===== config.mk =====
export PLATFORM = sky130hd
export DESIGN_NAME = background_scan_interval_scheduler_top
export DESIGN_NICKNAME = d
export VERILOG_FILES = /design/src/bsis_pkg.sv /design/src/bsis_core.sv /design/src/background_scan_interval_scheduler_top.sv
export SDC_FILE = /design/constraint.sdc
export NUM_CORES = 1
export LEC_CHECK = 0
export ABC_AREA = 1
export BUFFER_PORTS_ARGS = -buffer_cell sky130_fd_sc_hd__clkbuf_2
export CAP_MARGIN = 0
export CORE_UTILIZATION = 30
export CTS_BUF_LIST = sky130_fd_sc_hd__clkbuf_8
export CTS_CLUSTER_SIZE = 30
export DETAILED_ROUTE_END_ITERATION = 8
export HOLD_SLACK_MARGIN = 0.02
export PLACE_DENSITY = 0.55
export SLEW_MARGIN = 20
export SYNTH_ARGS = -nofsm -noshare
export SYNTH_HDL_FRONTEND = slang
export SYNTH_HIERARCHICAL = 1
export SYNTH_SLANG_ARGS = --single-unit
export TNS_END_PERCENT = 1

===== constraint.sdc =====
create_clock -name i_clk -period 4.7 [get_ports i_clk]
set_input_delay 0.235 -clock i_clk [delete_from_list [all_inputs] [get_ports i_clk]]
set_output_delay 0.235 -clock i_clk [all_outputs]
set_load 0.03 [all_outputs]

===== src/bsis_pkg.sv =====
// ----------------------------------------------------------------------------
// bsis_pkg
// Shared types and constants for the background scan interval scheduler.
// ----------------------------------------------------------------------------
`default_nettype none

package bsis_pkg;

    // Field widths
    localparam int unsigned SecsW  = 16;
    localparam int unsigned FuncW  = 3;
    localparam int unsigned CfgIdxW = 3;
    localparam int unsigned CfgDataW = 16;
    localparam int unsigned InDataW  = 8;   // func, trigger_ok, above, zero fill
    localparam int unsigned OutDataW = 8;   // scan_request, long_mode, zero fill

    // Interval used when a register holds zero
    localparam logic [SecsW-1:0] DEFAULT_INTERVAL = 16'd30;
    // Seconds since last scan above which a drop in short mode rescans
    localparam logic [SecsW-1:0] DROP_RESCAN_SECS = 16'd10;
    localparam logic [SecsW-1:0] SECS_MAX         = 16'hFFFF;

    // Register reset values
    localparam logic [SecsW-1:0] RST_SHORT_INTERVAL = 16'd30;
    localparam logic [SecsW-1:0] RST_LONG_INTERVAL  = 16'd30;
    localparam logic [SecsW-1:0] RST_MAX_SHORT      = 16'd2;

    // Item function codes
    typedef enum logic [FuncW-1:0] {
        FN_TICK    = 3'd0,
        FN_TRIGGER = 3'd1,
        FN_DONE    = 3'd2,
        FN_SIGNAL  = 3'd3,
        FN_START   = 3'd4
    } t_func;

    // Configuration register indexes
    typedef enum logic [CfgIdxW-1:0] {
        CFG_SHORT_INTERVAL = 3'd0,
        CFG_LONG_INTERVAL  = 3'd1,
        CFG_MAX_SHORT      = 3'd2,
        CFG_THRESH_EN      = 3'd3,
        CFG_START_LONG     = 3'd4
    } t_cfg_idx;

    // One input item
    typedef struct packed {
        logic       above;
        logic       trigger_ok;
        logic [FuncW-1:0] func;
    } t_item;

    // One result item
    typedef struct packed {
        logic long_mode;
        logic scan_request;
    } t_result;

endpackage : bsis_pkg

`default_nettype wire


===== src/bsis_core.sv =====
// ----------------------------------------------------------------------------
// bsis_core
// Configuration registers, scheduler state and the per-item decision logic.
// The result is combinational from the item and the current state; state
// advances at the edge where i_fire is high.
// ----------------------------------------------------------------------------
`default_nettype none

module bsis_core (
    input  wire logic                          i_clk,
    input  wire logic                          i_rst_n,
    input  wire logic                          i_cfg_wr_en,
    input  wire logic [bsis_pkg::CfgIdxW-1:0]  i_cfg_addr,
    input  wire logic [bsis_pkg::CfgDataW-1:0] i_cfg_wdata,
    input  wire logic                          i_fire,
    input  wire bsis_pkg::t_item               i_item,
    output      bsis_pkg::t_result             o_result
);
    import bsis_pkg::*;

    // Configuration
    logic [SecsW-1:0] r_short_interval;
    logic [SecsW-1:0] r_long_interval;
    logic [SecsW-1:0] r_max_short;
    logic             r_thresh_en;
    logic             r_start_long;

    // Scheduler state
    logic             r_mode_long,   n_mode_long;
    logic [SecsW-1:0] r_short_count, n_short_count;
    logic [SecsW-1:0] r_secs,        n_secs;
    logic             r_timer_armed, n_timer_armed;
    logic [SecsW-1:0] r_timer_left,  n_timer_left;
    logic             n_scan;

    // Derived values
    logic [SecsW-1:0] eff_short;
    logic [SecsW-1:0] eff_long;
    logic [SecsW-1:0] cur_interval;
    logic [SecsW-1:0] inc_count;
    logic [SecsW:0]   secs_plus_short;
    logic             intervals_eq;
    logic             in_short_mode;

    assign eff_short       = (r_short_interval == '0) ? DEFAULT_INTERVAL : r_short_interval;
    assign eff_long        = (r_long_interval == '0) ? DEFAULT_INTERVAL : r_long_interval;
    assign intervals_eq    = (eff_short == eff_long);
    assign in_short_mode   = !r_mode_long || intervals_eq;
    assign cur_interval    = r_mode_long ? eff_long : eff_short;
    assign inc_count       = (r_short_count == SECS_MAX) ? r_short_count
                                                         : r_short_count + 1'b1;
    assign secs_plus_short = {1'b0, r_secs} + {1'b0, eff_short};

    // Configuration writes
    always_ff @(posedge i_clk) begin
        if (!i_rst_n) begin
            r_short_interval <= RST_SHORT_INTERVAL;
            r_long_interval  <= RST_LONG_INTERVAL;
            r_max_short      <= RST_MAX_SHORT;
            r_thresh_en      <= 1'b0;
            r_start_long     <= 1'b0;
        end else if (i_cfg_wr_en) begin
            case (t_cfg_idx'(i_cfg_addr))
                CFG_SHORT_INTERVAL: r_short_interval <= i_cfg_wdata;
                CFG_LONG_INTERVAL:  r_long_interval  <= i_cfg_wdata;
                CFG_MAX_SHORT:      r_max_short      <= i_cfg_wdata;
                CFG_THRESH_EN:      r_thresh_en      <= i_cfg_wdata[0];
                CFG_START_LONG:     r_start_long     <= i_cfg_wdata[0];
                default: ;
            endcase
        end
    end

    // Next state and scan decision for the current item
    always_comb begin
        n_mode_long   = r_mode_long;
        n_short_count = r_short_count;
        n_secs        = r_secs;
        n_timer_armed = r_timer_armed;
        n_timer_left  = r_timer_left;
        n_scan        = 1'b0;
        case (t_func'(i_item.func))
            FN_TICK: begin
                if (r_secs != SECS_MAX) begin
                    n_secs = r_secs + 1'b1;
                end
                if (r_timer_armed) begin
                    if (r_timer_left <= 16'd1) begin
                        n_timer_armed = 1'b0;
                        n_timer_left  = '0;
                        n_scan        = 1'b1;
                    end else begin
                        n_timer_left = r_timer_left - 1'b1;
                    end
                end
            end
            FN_TRIGGER: begin
                if (!i_item.trigger_ok) begin
                    n_timer_armed = 1'b1;
                    n_timer_left  = cur_interval;
                end else begin
                    if (in_short_mode) begin
                        n_short_count = inc_count;
                        if (inc_count > r_max_short) begin
                            n_mode_long = 1'b1;
                        end
                    end else if (r_short_count != '0) begin
                        n_short_count = r_short_count - 1'b1;
                    end
                    n_secs = '0;
                end
            end
            FN_DONE: begin
                n_timer_armed = 1'b1;
                n_timer_left  = cur_interval;
            end
            FN_SIGNAL: begin
                if (!intervals_eq && r_thresh_en) begin
                    if (r_mode_long && !i_item.above) begin
                        // signal drop while long: go short, maybe scan now
                        n_mode_long = 1'b0;
                        if (r_secs > 16'd1 && r_short_count <= r_max_short) begin
                            n_scan = 1'b1;
                        end else if ({1'b0, eff_long} > secs_plus_short) begin
                            n_timer_armed = 1'b1;
                            n_timer_left  = eff_short;
                        end
                    end else if (!r_mode_long && i_item.above) begin
                        n_mode_long   = 1'b1;
                        n_timer_armed = 1'b1;
                        n_timer_left  = eff_long;
                    end else if (!i_item.above) begin
                        n_scan = (r_secs > DROP_RESCAN_SECS);
                    end
                    if (n_scan) begin
                        n_timer_armed = 1'b0;
                        n_timer_left  = '0;
                    end
                end
            end
            FN_START: begin
                n_mode_long   = r_thresh_en && r_start_long;
                n_short_count = '0;
                n_secs        = '0;
                n_timer_armed = 1'b1;
                n_timer_left  = (r_thresh_en && r_start_long) ? eff_long : eff_short;
            end
            default: ;
        endcase
    end

    // State update
    always_ff @(posedge i_clk) begin
        if (!i_rst_n) begin
            r_mode_long   <= 1'b0;
            r_short_count <= '0;
            r_secs        <= '0;
            r_timer_armed <= 1'b0;
            r_timer_left  <= '0;
        end else if (i_fire) begin
            r_mode_long   <= n_mode_long;
            r_short_count <= n_short_count;
            r_secs        <= n_secs;
            r_timer_armed <= n_timer_armed;
            r_timer_left  <= n_timer_left;
        end
    end

    assign o_result.scan_request = n_scan;
    assign o_result.long_mode    = n_mode_long;

    // Intervals never read as zero, so an armed timer always has time left
    a_armed_left : assert property (@(posedge i_clk) disable iff (!i_rst_n)
        r_timer_armed == (r_timer_left != '0))
        else $error("timer armed flag and count disagree");

    a_start_state : assert property (@(posedge i_clk) disable iff (!i_rst_n)
        i_fire && i_item.func == FN_START |=>
            r_timer_armed && r_secs == '0 && r_short_count == '0)
        else $error("start did not reset scheduler state");

    a_scan_disarms : assert property (@(posedge i_clk) disable iff (!i_rst_n)
        i_fire && n_scan |=> !r_timer_armed)
        else $error("scan request left timer armed");

endmodule : bsis_core

`default_nettype wire


===== src/background_scan_interval_scheduler_top.sv =====
// ----------------------------------------------------------------------------
// background_scan_interval_scheduler_top
// Background scan scheduler with stream input and output and a plain
// configuration write port.
// ----------------------------------------------------------------------------
// Pipeline: 2 register stages; an accepted item waits in the input register
//   and moves to the result register once that register is empty or taken.
// Throughput: one item per cycle unless the output is held; while a result
//   waits, the input register can still take one item, then input stalls.
// Reset: synchronous active low; config returns to defaults, state clears,
//   both stages empty.
`default_nettype none

module background_scan_interval_scheduler_top (
    input  wire logic                          i_clk,
    input  wire logic                          i_rst_n,
    // Configuration write port
    input  wire logic                          i_cfg_wr_en,
    input  wire logic [bsis_pkg::CfgIdxW-1:0]  i_cfg_addr,
    input  wire logic [bsis_pkg::CfgDataW-1:0] i_cfg_wdata,
    // Input items
    input  wire logic                          i_s_axis_tvalid,
    output      logic                          o_s_axis_tready,
    // [2:0] func, [3] trigger_ok, [4] above, [7:5] zero
    input  wire logic [bsis_pkg::InDataW-1:0]  i_s_axis_tdata,
    // Result items
    output      logic                          o_m_axis_tvalid,
    input  wire logic                          i_m_axis_tready,
    // [0] scan_request, [1] long_mode, [7:2] zero
    output      logic [bsis_pkg::OutDataW-1:0] o_m_axis_tdata
);
    import bsis_pkg::*;

    logic    r_in_valid;
    t_item   r_in_item;
    logic    r_out_valid;
    t_result r_out_result;
    t_result core_result;
    logic    proc;

    // Item moves from input register to result register when output frees
    assign proc            = r_in_valid && (!r_out_valid || i_m_axis_tready);
    assign o_s_axis_tready = !r_in_valid || proc;

    // Input register
    always_ff @(posedge i_clk) begin
        if (!i_rst_n) begin
            r_in_valid <= 1'b0;
        end else if (o_s_axis_tready) begin
            r_in_valid <= i_s_axis_tvalid;
        end
    end

    always_ff @(posedge i_clk) begin
        if (i_s_axis_tvalid && o_s_axis_tready) begin
            r_in_item <= t_item'(i_s_axis_tdata[$bits(t_item)-1:0]);
        end
    end

    bsis_core u_core (
        .i_clk       (i_clk),
        .i_rst_n     (i_rst_n),
        .i_cfg_wr_en (i_cfg_wr_en),
        .i_cfg_addr  (i_cfg_addr),
        .i_cfg_wdata (i_cfg_wdata),
        .i_fire      (proc),
        .i_item      (r_in_item),
        .o_result    (core_result)
    );

    // Result register
    always_ff @(posedge i_clk) begin
        if (!i_rst_n) begin
            r_out_valid <= 1'b0;
        end else if (proc) begin
            r_out_valid <= 1'b1;
        end else if (i_m_axis_tready) begin
            r_out_valid <= 1'b0;
        end
    end

    always_ff @(posedge i_clk) begin
        if (proc) begin
            r_out_result <= core_result;
        end
    end

    assign o_m_axis_tvalid = r_out_valid;
    assign o_m_axis_tdata  = {{(OutDataW - $bits(t_result)){1'b0}}, r_out_result};

    // Input side stalls only when both stages are full and output is held
    a_stall_cause : assert property (@(posedge i_clk) disable iff (!i_rst_n)
        !o_s_axis_tready |-> r_in_valid && r_out_valid && !i_m_axis_tready)
        else $error("input stalled without a full pipeline");

    a_proc_loads : assert property (@(posedge i_clk) disable iff (!i_rst_n)
        proc |=> r_out_valid)
        else $error("processed item did not reach result register");

    a_reset_empty : assert property (@(posedge i_clk)
        !i_rst_n |=> !r_in_valid && !r_out_valid)
        else $error("pipeline not empty after reset");

endmodule : background_scan_interval_scheduler_top

`default_nettype wire


# Word-level counts from Yosys, hierarchy flattened
# Index checks and enable logic that the tools add are counted.
[classes]
n_eq_ne = 20
order_cmp = 6
multipliers = 0
n_addsub = 5
n_bitwise = 0
shifts = 0
mux = 51
n_reduce_logical = 35
div_mod_pow = 0
[ops]
columns = ["cell", "n"]
rows = [
  ["2-to-1 mux 16 bit", 19],
  ["one-hot mux 16 bit (5 select lines)", 1],
  ["one-hot mux 16 bit (3 select lines)", 1],
  ["adder 16 x 1 -> 16 bit (second input constant)", 2],
  ["logical NOT 16 bit", 2],
  ["one-hot mux 16 bit (2 select lines)", 1],
  ["subtractor 16 x 1 -> 16 bit (second input constant)", 2],
  ["2-to-1 mux 1 bit", 26],
  ["adder 16 x 16 -> 17 bit", 1],
  ["> comparator 16 x 17 -> 1 bit", 1],
  ["equality test 16 bit", 1],
  ["equality test 16 bit (second input constant)", 1],
  ["> comparator 16 x 1 -> 1 bit (second input constant)", 1],
  ["> comparator 16 bit", 1],
  ["> comparator 16 x 4 -> 1 bit (second input constant)", 1],
  ["less-or-equal comparator 16 x 1 -> 1 bit (second input constant)", 1],
  ["less-or-equal comparator 16 bit", 1],
  ["!= test 16 bit (second input constant)", 1],
  ["nonzero test 16 bit", 1],
  ["equality test 3 x 2 -> 1 bit (second input constant)", 4],
  ["AND reduction 2 bit", 5],
  ["!= test 4 bit (second input constant)", 2],
  ["AND reduction 4 bit", 2],
  ["AND reduction 8 bit", 1],
  ["19 further kinds", 38],
]
[word_totals]
rom_bits = 0
latchBits = 0
ff_bits = 109
input_bits = 32
n_memories = 0
ramBits = 0

# Depth between registers and ports, before layout
# Gate-level depths: netlist of run 1.
[depth]
ltp_word = 10
ltp_mapped = 32

# Cells and area by module
# Netlist of run 1, hierarchy kept.
[modules_own_cells]
columns = ["mod", "area_per_inst_um2", "cells_each", "instances"]
rows = [
  ["bsis_core", 8363.0, 1319, 1],
  ["background_scan_interval_scheduler_top", 354.1, 27, 1],
]

# Worst setup path after synthesis of run 1
# No wires, ideal clock.
[synth_path]
path_kind = "reg-to-reg"
start = "register u_core.r_short_interval[5]"
end = "register u_core.r_timer_left[2]"
stages_incl_launch_ff = 29
path_slack_ns = 1.083
arrival_ns = 3.504
synth_period_minus_slack_ns = 3.617
cell_sequence = "dfxtp_1 -> buf_6 -> nor2_2 -> nand2_1 -> nor2_2 -> a21oi_1 -> fa_1 -> o21ai_0 -> a21oi_1 -> inv_1 -> a21boi_0 -> xor2_1 -> ha_1 -> nand4_1 -> nor2_1 -> nand2_1 -> nand3_1 -> nand2_1 -> nand2_1 -> nand2_1 -> nand2_1 -> nand3_1 -> nand3_1 -> nand2_1 -> nor2_4 -> buf_6 -> nand2_1 -> nand2_1 -> nor2_1"
[synth_between]
elab_chain_cells = 8
word_cells_on_any_way = 19
classes_between = "add/sub (1); order compare (1); eq/ne (3); mux (10); reduce/logical (4)"
[synth_rtl]
columns = ["item", "line_no", "source"]
rows = [
  ["from (decl)", "bsis_core.sv:22", "logic [SecsW-1:0] r_short_interval;"],
  ["from (signal assigned)", "bsis_core.sv:64", "CFG_SHORT_INTERVAL: r_short_interval <= i_cfg_wdata;"],
  ["logical NOT 16 bit", "bsis_core.sv:45", "assign eff_short = (r_short_interval == '0) ? DEFAULT_INTERVAL : r_short_interval;"],
  ["2-to-1 mux 16 bit (*)", "bsis_core.sv:45", ""],
  ["parallel branches: the longest is 6 deep, another holds adder 16 x 16 -> 17 bit", "--", ""],
  ["to (signal assigned)", "bsis_core.sv:165", "r_timer_left <= n_timer_left;"],
  ["to (decl)", "bsis_core.sv:33", "logic [SecsW-1:0] r_timer_left, n_timer_left;"],
]
# Mark *: on every way between the ends. The select of a mux whose other input is x is not followed.
# A chain may end at the register's enable or synchronous reset.

# Final worst setup path of run 1
[layout_path]
start = "register u_core.r_short_interval[13]"
end = "register u_core.r_timer_left[7]"
# Same word-level chain as after synthesis.

==> results of run 1 <==
==> critical path: cells and delay by family (launching register included) <==
kind            cells  cell delay [ps]
buf+inv             2              290
fa+ha+maj           2              580
flops               1              380
xor+xnor            1              100
compound gates      4              780
simple gates       20             2030
==> cells in the final DEF (no fill, tap or decap), types with 3 or more instances in the layout <==
cell and n:
nor2_2 6, nand3_1 63, nand4_1 22, nor3_1 35
o22ai_1 7, inv_1 175, dfxtp_1 102, o21ai_1 6
a21o_1 3, xor2_1 34, inv_6 3, dlygate4sd3_1 5
o21ai_0 98, a21oi_1 100, o21bai_1 3, nor2_1 170
ha_1 73, clkbuf_2 32, clkbuf_8 9, nand2_1 277
nand2_4 7, edfxtp_1 7, a22oi_1 3, buf_4 13
o211ai_1 14, conb_1 6, xnor2_1 21, a211oi_1 6
inv_2 6, nor4_1 7
==> metal layers <==
metal	wire, um	GRT usage	up-vias	part of all wire
li1	-	-	4360	-
met1	12700	0.248	3769	0.51
met2	10600	0.273	169	0.43
met3	973	0.0174	25	0.039
met4	424	0.0531	0	0.017
met5	0	0	-	0
==> stage by stage <==
step,std cells,worst slack [ps]
floorplan,1351,1080
global placement,1713,346
detailed placement,1713,320
CTS,1734,304
global route,1734,5.33
finish,1734,422
==> where the power goes <==
part	leakage [uW]	switching [uW]	total, uW	internal, uW
clock network	0.0000878	360	556	196
registers	0.000897	40.7	1010	969
logic	0.00328	377	587	210
==> state kept, by name, summed over array words and instances, names as in the netlist <==
register,cells
o_m_axis_tdata,2
o_m_axis_tvalid,1
r_in_item,5
r_in_valid,1
u_core/r_long_interval,16
u_core/r_max_short,16
u_core/r_mode_long,1
u_core/r_secs,16
u_core/r_short_count,16
u_core/r_short_interval,16
u_core/r_start_long,1
u_core/r_thresh_en,1
u_core/r_timer_armed,1
u_core/r_timer_left,16
==> worst paths after layout <==
path / slack [ps] / endpoint
hold / removal: 60 / r_in_valid$_SDFFE_PN0P_
hold reg to reg: 470 / u_core/r_start_long$_SDFFE_PN0P_
setup reg to reg: 420 / u_core/r_timer_left[7]$_SDFFE_PN0P_
setup / recovery: 420 / u_core/r_timer_left[7]$_SDFFE_PN0P_
==> cell type report <==
cell class,instances,share of cell area
multi-input combinational,991,0.582
sequential,109,0.240
inverter,183,0.0735
tap,384,0.0512
timing repair buffer,51,0.0350
clock buffer,9,0.0132
clock inverter,7,0.00507
==> what timing repair did <==
item,in CTS,in global routing
hold buffers,5,0
gates resized for setup,0,1
endpoints found under the setup margin,0,15
hold endpoints to repair,5,0
setup buffers,0,0
==> cells by family after synthesis <==
family / share of synthesized area
flops: 0.258
fa+ha+maj: 0.107
buf+inv: 0.118
compound gates: 0.159
other cells: 0.000430
xor+xnor: 0.0553
simple gates: 0.302
==> Yosys cell counts, types with 4 or more instances <==
master and number:
a211oi_1 6, a21oi_1 100, buf_2 10, buf_4 11
buf_6 4, clkbuf_1 43, dfxtp_1 102, edfxtp_1 7
ha_1 73, inv_1 175, inv_2 6, nand2_1 277
nand2_4 7, nand3_1 63, nand4_1 22, nor2_1 170
nor2_2 6, nor3_1 35, nor4_1 7, o211ai_1 14
o21ai_0 99, o21ai_1 5, o22ai_1 7, xnor2_1 21
xor2_1 34
==> results.py, run 1 <==
metrics = {
    "outcome": {
        "status": "finished clean",
    },
    "cells_and_area": {
        "drive_gt1_frac": 0.0704,
        "fillers": 3140,
        "diodes": 0,
        "multi_input_area_sq_mm": 0.00546,
        "areaGrowthSynthToFinish_pct": 7.56,
        "post-route-util": 0.328,
        "nNetsFinal": 1451,
        "fin_area_sq_mm": 0.00938,
        "regArea_sq_mm": 0.00225,
    },
    "floorplan": {
        "core_region_area_sq_mm": 0.0286,
        "die_h_um": 172,
        "row_count": 62,
        "fp.dieW_um": 172,
        "start_util": 0.305,
        "pin_count": 42,
        "die_area_sq_mm": 0.0297,
    },
    "clocking": {
        "root_buffer": "clkbuf_8",
        "cts_sinks": 109,
        "path_clk_slew_ps": 120,
        "cts_buffer_depth": 2,
        "clock_latency_ps": 400,
        "numCtsBuffers": 9,
        "htreeDepth": 3,
        "cts_tree": "done",
    },
    "drt": {
        "via_per_inst": 4.80,
        "drt-total-wl_mm": 24.7,
        "first_pass_iters": 5,
        "ant_nets": 0,
        "routedWlPerCell_um": 14.2,
        "drtIter0Drc": 600,
        "vias": 8323,
        "drc": 0,
    },
    "sta": {
        "slew_headroom": 0.293,
        "max_freq_mhz": 234,
        "report.final.slew_viol_count": 0,
        "finalClockSkew_ps": 18.0,
        "hold_viol": 0,
        "holdWs_ps": 63.9,
        "period_share": 0.910,
        "rsz0062_at_grt": "no",
        "finalSetupViolCount": 0,
        "tightestPinTransition_ps": 1060,
        "setup_tns_ps": 0,
        "period_needed_ps": 4280,
    },
    "placement": {
        "place_area_sq_mm": 0.00916,
        "gp_congestion": 0.866,
        "dpl.hpwl_mm": 19.2,
        "portBuffers": 32,
    },
    "grt": {
        "overflow": 0,
        "grt_pass1_wl_mm": 40.1,
        "grt_max_degree": 47,
        "grt.total_usage": 0.174,
        "grt_pass1_vias": 7601,
        "antenna_found_initial": 0,
    },
    "setup_path": {
        "cpMostUsedCell": "nand2_1",
        "worstSetupPathType": "reg2reg",
        "critPathSlowestCell": "dfxtp_1",
        "cp-end-kind": "register",
        "slowest_delay_ps": 380,
        "start_kind": "register",
        "rr_worst_depth": 29,
        "startpoint": "u_core/r_short_interval[13]$_SDFFE_PN0P_",
        "rr_startpoint": "u_core/r_short_interval[13]$_SDFFE_PN0P_",
        "cp.required_ps": 5010,
        "crit_fanout": 30,
        "worstPathArrival_ps": 4580,
    },
    "synthesis": {
        "yosysTopAreaCell": "dfxtp_1",
        "synth-edff-count": 7,
        "syn_avg_cell_area_sq_um": 6.48,
        "netlist_instances": 1346,
        "ys_seq_area_frac": 0.258,
        "synth-main-ff-cell": "dfxtp_1",
        "synth.distinct_cells": 53,
        "yosysWarnings": 6,
        "ys_ff_latch": 109,
        "synthDominantCellAreaShare": 0.234,
        "synthArstFlopShare": 0,
        "synth_area_leaders": "dfxtp_1 23%, nand2_1 12%, ha_1 10%, inv_1 7.5%, nor2_1 7.3%",
        "synth_area_sq_mm": 0.00872,
    },
    "power": {
        "total_leakage_power_uw": 0.00426,
        "peakVddDrop_mv": 0.102,
        "p_total_uw": 2150,
        "powerDensity_mw_per_mm2": 230,
    },
    "hold_path": {
        "hold_class": "in2reg",
        "min-delay-start": "i_s_axis_tvalid",
        "hold_depth": 3,
    },
    "run": {
        "maxCapViolations": 0,
    },
}
No activity file was read; power rests on OpenSTA's default activity.
==> run 2: changes to the inputs <==
--- a/config.mk
+++ b/config.mk
@@ -8,15 +8,14 @@
 export ABC_AREA = 1
 export BUFFER_PORTS_ARGS = -buffer_cell sky130_fd_sc_hd__clkbuf_2
 export CAP_MARGIN = 0
-export CORE_UTILIZATION = 30
+export CORE_UTILIZATION = 60
 export CTS_BUF_LIST = sky130_fd_sc_hd__clkbuf_8
 export CTS_CLUSTER_SIZE = 30
 export DETAILED_ROUTE_END_ITERATION = 8
 export HOLD_SLACK_MARGIN = 0.02
-export PLACE_DENSITY = 0.55
+export PLACE_DENSITY = 0.88
 export SLEW_MARGIN = 20
 export SYNTH_ARGS = -nofsm -noshare
 export SYNTH_HDL_FRONTEND = slang
-export SYNTH_HIERARCHICAL = 1
 export SYNTH_SLANG_ARGS = --single-unit
 export TNS_END_PERCENT = 1
==> run 2 against run 1 <==
  * Clock skew down 4.9 ps
  * Critical path depth down 3
  * Sequential power about the same
  * Via count up 5.9%
  * Sequential share of layout area up 0.83 points
  * Non-clock buffer count down 10
  * Global-route usage up 16 points
  * Critical path type unchanged
==> results.py, run 2 <==
metrics = {
    "grt": {
        "grt_max_degree": 79,
        "grt_pass1_vias": 7895,
        "overflow": 0,
        "grt-busiest-layer": "met2",
        "grt_pass1_wl_mm": 38.4,
        "grt_util_met3": 0.0833,
        "use_met2": 0.523,
        "grt.total_usage": 0.336,
        "met1_usage": 0.449,
        "antenna_found_initial": 0,
    },
    "synthesis": {
        "syn_avg_cell_area_sq_um": 6.46,
        "synth_area_leaders": "dfxtp_1 24%, nand2_1 12%, ha_1 11%, nor2_1 9.0%, inv_1 7.4%",
        "synth_area_sq_mm": 0.00859,
        "yosysWarnings": 0,
        "netlist_instances": 1331,
        "ys_ff_latch": 109,
        "synth_most_common_cell": "nand2_1",
        "synth.distinct_cells": 57,
        "synth_common_cells": "275 x nand2_1, 207 x nor2_1, 170 x inv_1",
        "synthArstFlopShare": 0,
        "synthDominantCellAreaShare": 0.238,
        "yosysTopAreaCell": "dfxtp_1",
        "synth-main-ff-cell": "dfxtp_1",
        "synth-edff-count": 7,
        "ys_seq_area_frac": 0.262,
    },
    "clocking": {
        "cts_sinks": 109,
        "clock_latency_ps": 400,
        "numCtsBuffers": 9,
        "root_buffer": "clkbuf_8",
        "cts_tree": "done",
        "path_clk_slew_ps": 110,
        "htreeDepth": 3,
        "cts_buffer_depth": 2,
    },
    "sta": {
        "hold_viol": 0,
        "period_needed_ps": 4340,
        "slew_headroom": 0.284,
        "finalSetupViolCount": 0,
        "finalClockSkew_ps": 13.1,
        "rsz0062_at_grt": "no",
        "period_share": 0.923,
        "report.final.slew_viol_count": 0,
        "setup_tns_ps": 0,
        "tightestPinTransition_ps": 1070,
        "max_freq_mhz": 231,
    },
    "power": {
        "total_leakage_power_uw": 0.00436,
        "p_switching_uw": 746,
        "switching_share": 0.349,
        "comb_power_share": 0.257,
        "p_total_uw": 2140,
        "p_int_uw": 1390,
        "seq_power_share": 0.469,
        "peakVddDrop_mv": 0.225,
        "powerDensity_mw_per_mm2": 236,
        "p_clk_frac": 0.274,
    },
    "cells_and_area": {
        "areaGrowthSynthToFinish_pct": 5.47,
        "final_cell_mix": "274 x nand2_1, 206 x nor2_1, 170 x inv_1, 102 x dfxtp_1, 91 x a21oi_1",
        "final_common_cell": "nand2_1",
        "diodes": 0,
        "drive_gt1_frac": 0.0658,
        "nNetsFinal": 1438,
    },
    "setup_path": {
        "rr_worst_depth": 26,
        "worstPathArrival_ps": 4670,
        "start_kind": "register",
        "rrSetupSlack_ps": 360,
        "cp-end-kind": "register",
        "critPathSlowestCell": "fa_1",
        "cp.required_ps": 5030,
        "cpMostUsedCell": "nand2_1",
        "critPathBufInv": 2,
        "slowest_delay_ps": 420,
        "crit_family": "simple AND/OR/NAND/NOR gates",
        "crit_fanout": 8,
        "cp.depth": 26,
        "worstSetupPathType": "reg2reg",
    },
    "drt": {
        "ant_nets": 0,
        "routedWlPerCell_um": 16.1,
        "drtIter0Drc": 1055,
        "drc": 0,
        "via_per_inst": 5.81,
        "vias": 8811,
        "first_pass_iters": 5,
        "drt-total-wl_mm": 24.4,
    },
    "run": {
        "maxCapViolations": 0,
    },
    "floorplan": {
        "row_count": 43,
        "pin_count": 42,
        "die_area_sq_mm": 0.0148,
        "start_util": 0.617,
        "fp.dieW_um": 122,
        "die_h_um": 122,
        "core_region_area_sq_mm": 0.0139,
    },
    "outcome": {
        "status": "finished clean",
    },
    "placement": {
        "portBuffers": 32,
        "gp_congestion": 0.982,
        "dpl.hpwl_mm": 18.1,
    },
    "hold_path": {
        "hold_depth": 3,
        "hold_class": "in2reg",
    },
}
-- run 2: cell families after synthesis --
| group | share of synthesized area |
|---|---|
| compound gates | 0.140 |
| other cells | 0.000436 |
| flops | 0.262 |
| simple gates | 0.315 |
| xor+xnor | 0.0622 |
| buf+inv | 0.111 |
| fa+ha+maj | 0.109 |
-- run 2: metal layers --
layer  vias up  share of wire
met5         -              0
met4         0          0.035
met3        70           0.11
met2       467           0.43
met1      3975           0.42
li1       4299              -
-- run 2: through the flow --
stage               area, sq um  setup WS, ps   util  std cells  hold WS [ps]
floorplan                  8610           851      -       1336           334
global placement           8730           392  0.627       1492           415
detailed placement         8730           164  0.627       1492           417
CTS                        8980           101  0.644       1513          84.6
global route               9060          26.4  0.650       1517          89.9
finish                     9060           364  0.650       1517          95.1
-- run 2: worst paths after layout --
| check | startpoint | end |
|---|---|---|
| worst min register to register | u_core.r_start_long$_SDFFE_PN0P_ | u_core.r_start_long$_SDFFE_PN0P_ |
| worst min-delay path | i_s_axis_tvalid | r_in_valid$_SDFFE_PN0N_ |
| worst max-delay path | u_core.r_short_interval[0]$_SDFFE_PN0P_ | u_core.r_timer_left[13]$_SDFFE_PN0P_ |
| worst max register to register | u_core.r_short_interval[0]$_SDFFE_PN0P_ | u_core.r_timer_left[13]$_SDFFE_PN0P_ |
-- run 2: area by class of cell --
cell class,count,area [sq um]
inverters,176,668
repair buffers,41,238
well taps,180,225
clock inverters,4,30.0
fillers,1228,4870
flip-flops and latches,109,2250
multi-input cells,995,5490
clock buffers,12,165
-- run 2: power by group through the flow --
stage / clock, uW / sequential (uW) / combinational (uW)
after floorplan: 0 / 1010 / 398
after global routing: 623 / 1010 / 614
after detailed placement: 0 / 1020 / 517
after CTS: 589 / 1000 / 524
after global placement: 0 / 1020 / 506
final: 586 / 1000 / 549
-- run 2: tightest hold or removal path, delay by kind of cell --
family | cells | cell delay [ps]
AO/OA/AOI/OAI | 1 | 60
buffers and inverters | 1 | 80
AND/OR/NAND/NOR | 1 | 70
-- run 2: what timing repair did --
action,4_1_cts,5_1_grt
resized for setup,0,9
setup buffers,0,0
hold buffers,5,0
hold endpoints to repair,5,0
endpoints found under the setup margin,0,17
==> run 3: changes to the inputs <==
--- a/config.mk
+++ b/config.mk
@@ -8,12 +8,14 @@
 export ABC_AREA = 1
 export BUFFER_PORTS_ARGS = -buffer_cell sky130_fd_sc_hd__clkbuf_2
 export CAP_MARGIN = 0
-export CORE_UTILIZATION = 60
+export CELL_PAD_IN_SITES_DETAIL_PLACEMENT = 1
+export CELL_PAD_IN_SITES_GLOBAL_PLACEMENT = 1
+export CORE_UTILIZATION = 46
 export CTS_BUF_LIST = sky130_fd_sc_hd__clkbuf_8
 export CTS_CLUSTER_SIZE = 30
 export DETAILED_ROUTE_END_ITERATION = 8
 export HOLD_SLACK_MARGIN = 0.02
-export PLACE_DENSITY = 0.88
+export PLACE_DENSITY = 0.93
 export SLEW_MARGIN = 20
 export SYNTH_ARGS = -nofsm -noshare
 export SYNTH_HDL_FRONTEND = slang
==> run 3 against run 2 <==
  * The flow now finishes with violations (design-rule violations)
  * Combinational power up 5.5%
  * Flip-flop and latch count unchanged
  * Clock-buffer cell count down 2
  * Sequential share of layout area down 0.31 points
  * Clock power up 11%
  * Non-clock buffer count up 10
  * Clock skew about the same
  * Sequential power about the same
  * Critical path depth up 3
  * Critical endpoint is now u_core.r_timer_left[0]$_SDFFE_PN0P_
==> results.py, run 3 (same netlist as run 2, synthesis figures left out) <==
metrics = {
    "drt": {
        "first_pass_iters": 7,
        "vias": 9040,
        "drtIter0Drc": 627,
        "routedWlPerCell_um": 18.4,
        "ant_nets": 0,
        "drt-total-wl_mm": 28.9,
        "drc": 2,
        "via_per_inst": 5.74,
    },
    "cells_and_area": {
        "nNetsFinal": 1447,
        "drive_gt1_frac": 0.0706,
        "areaGrowthSynthToFinish_pct": 6.83,
        "diodes": 0,
        "final_common_cell": "nand2_1",
        "fin_area_sq_mm": 0.00918,
        "fin_cells": 1575,
        "final_cell_mix": "274 x nand2_1, 207 x nor2_1, 170 x inv_1, 102 x dfxtp_1, 91 x a21oi_1",
    },
    "placement": {
        "dp.cells": 1551,
        "dpl_worst_slack_ps": 232,
        "portBuffers": 32,
        "place_area_sq_mm": 0.00887,
        "dpl.hpwl_mm": 21.8,
        "gp_congestion": 0.899,
    },
    "grt": {
        "grt_max_degree": 80,
        "antenna_found_initial": 0,
        "overflow": 0,
        "grt_pass1_wl_mm": 45.7,
        "grt.total_usage": 0.297,
        "grt_pass1_vias": 8925,
    },
    "clocking": {
        "root_buffer": "clkbuf_8",
        "cts_tree": "done",
        "cts_sinks": 109,
        "clock_latency_ps": 410,
        "path_clk_slew_ps": 120,
        "cts_setup_buffers": 0,
        "numCtsBuffers": 9,
        "htreeDepth": 3,
        "cts_buffer_depth": 2,
    },
    "sta": {
        "slew_headroom": 0.322,
        "report.final.slew_viol_count": 0,
        "fin_ws_ps": 332,
        "finalSetupViolCount": 0,
        "max_freq_mhz": 229,
        "period_needed_ps": 4370,
        "finalClockSkew_ps": 12.8,
        "tightestPinTransition_ps": 1020,
        "hold_viol": 0,
        "period_share": 0.929,
    },
    "floorplan": {
        "die_area_sq_mm": 0.0192,
        "pin_count": 42,
        "core_region_area_sq_mm": 0.0181,
        "start_util": 0.474,
        "die_h_um": 139,
        "fp.dieW_um": 139,
        "row_count": 49,
    },
    "setup_path": {
        "critPathBufInv": 2,
        "crit_fanout": 14,
        "worstSetupPathType": "reg2reg",
        "cpMostUsedCell": "nand2_1",
        "cp-end-kind": "register",
        "worstPathArrival_ps": 4720,
        "slowest_delay_ps": 430,
        "crit_family": "simple AND/OR/NAND/NOR gates",
        "start_kind": "register",
        "critPathSlowestCell": "fa_1",
        "cp.required_ps": 5050,
    },
    "power": {
        "p_int_uw": 1420,
        "seq_power_share": 0.448,
        "total_leakage_power_uw": 0.00442,
        "p_switching_uw": 810,
        "comb_power_share": 0.259,
        "p_clk_frac": 0.293,
        "peakVddDrop_mv": 0.135,
        "switching_share": 0.363,
        "powerDensity_mw_per_mm2": 243,
    },
    "run": {
        "maxCapViolations": 0,
    },
    "outcome": {
        "violations": "design-rule violations",
        "status": "complete, but fails checks",
    },
    "hold_path": {
        "hold_class": "in2reg",
    },
}
[run 3: layout make-up]
class                           count  area (sq um)
Clock buffer                       10           138
Clock inverter                      6          66.3
Fill cell                        2487          8970
Inverter                          176           668
Multi-Input combinational cell    994          5450
Sequential cell                   109          2250
Tap cell                          229           287
Timing Repair Buffer               51           315
[run 3: timing repair]
item                       CTS  global route
hold endpoints to repair     5             0
resized for setup            0             6
setup endpoints to repair    0            14
hold buffers                 5             0
[run 3: layer usage]
layer  part of all wire  up-vias  global-route usage
met2               0.47      240               0.504
met3              0.049       36              0.0294
met1               0.46     4437               0.395
met4              0.023        0              0.0965
li1                   -     4327                   -
met5                  0        -                   0
[run 3: power by group through the flow]
stage	logic [uW]	clock network, uW	registers, uW
after floorplan	398	0	1010
after global placement	522	0	1020
after detailed placement	548	0	1020
after CTS	561	657	1000
after global routing	637	688	1010
final	579	653	1000
[run 3: final timing paths]
check,from,to,slack [ps],cells after the start
worst max-delay path,u_core.r_short_interval[5]$_SDFFE_PN0P_,u_core.r_timer_left[0]$_SDFFE_PN0P_,330,29
worst min-delay path,i_s_axis_tvalid,r_in_valid$_SDFFE_PN0N_,80,3
worst max register to register,u_core.r_short_interval[5]$_SDFFE_PN0P_,u_core.r_timer_left[0]$_SDFFE_PN0P_,330,29
worst min register to register,u_core.r_max_short[5]$_SDFFE_PN0P_,u_core.r_max_short[5]$_SDFFE_PN0P_,510,2
[run 3: worst min-delay path, stage by stage]
cell and delay, ps:
clkbuf_2 80, nand2_1 70, a21oi_1 60
[run 3: stage by stage]
| stage | util | hold slack, ps | TNS (ps) | total power [uW] |
|---|---|---|---|---|
| global placement | 0.489 | 417 | 0 | 1540 |
| detailed placement | 0.489 | 422 | 0 | 1570 |
| CTS | 0.503 | 75.5 | 0 | 2220 |
| floorplan | - | 334 | 0 | 1410 |
| global route | 0.506 | 91.9 | -30.3 | 2330 |
| finish | 0.506 | 76.4 | 0 | 2230 |
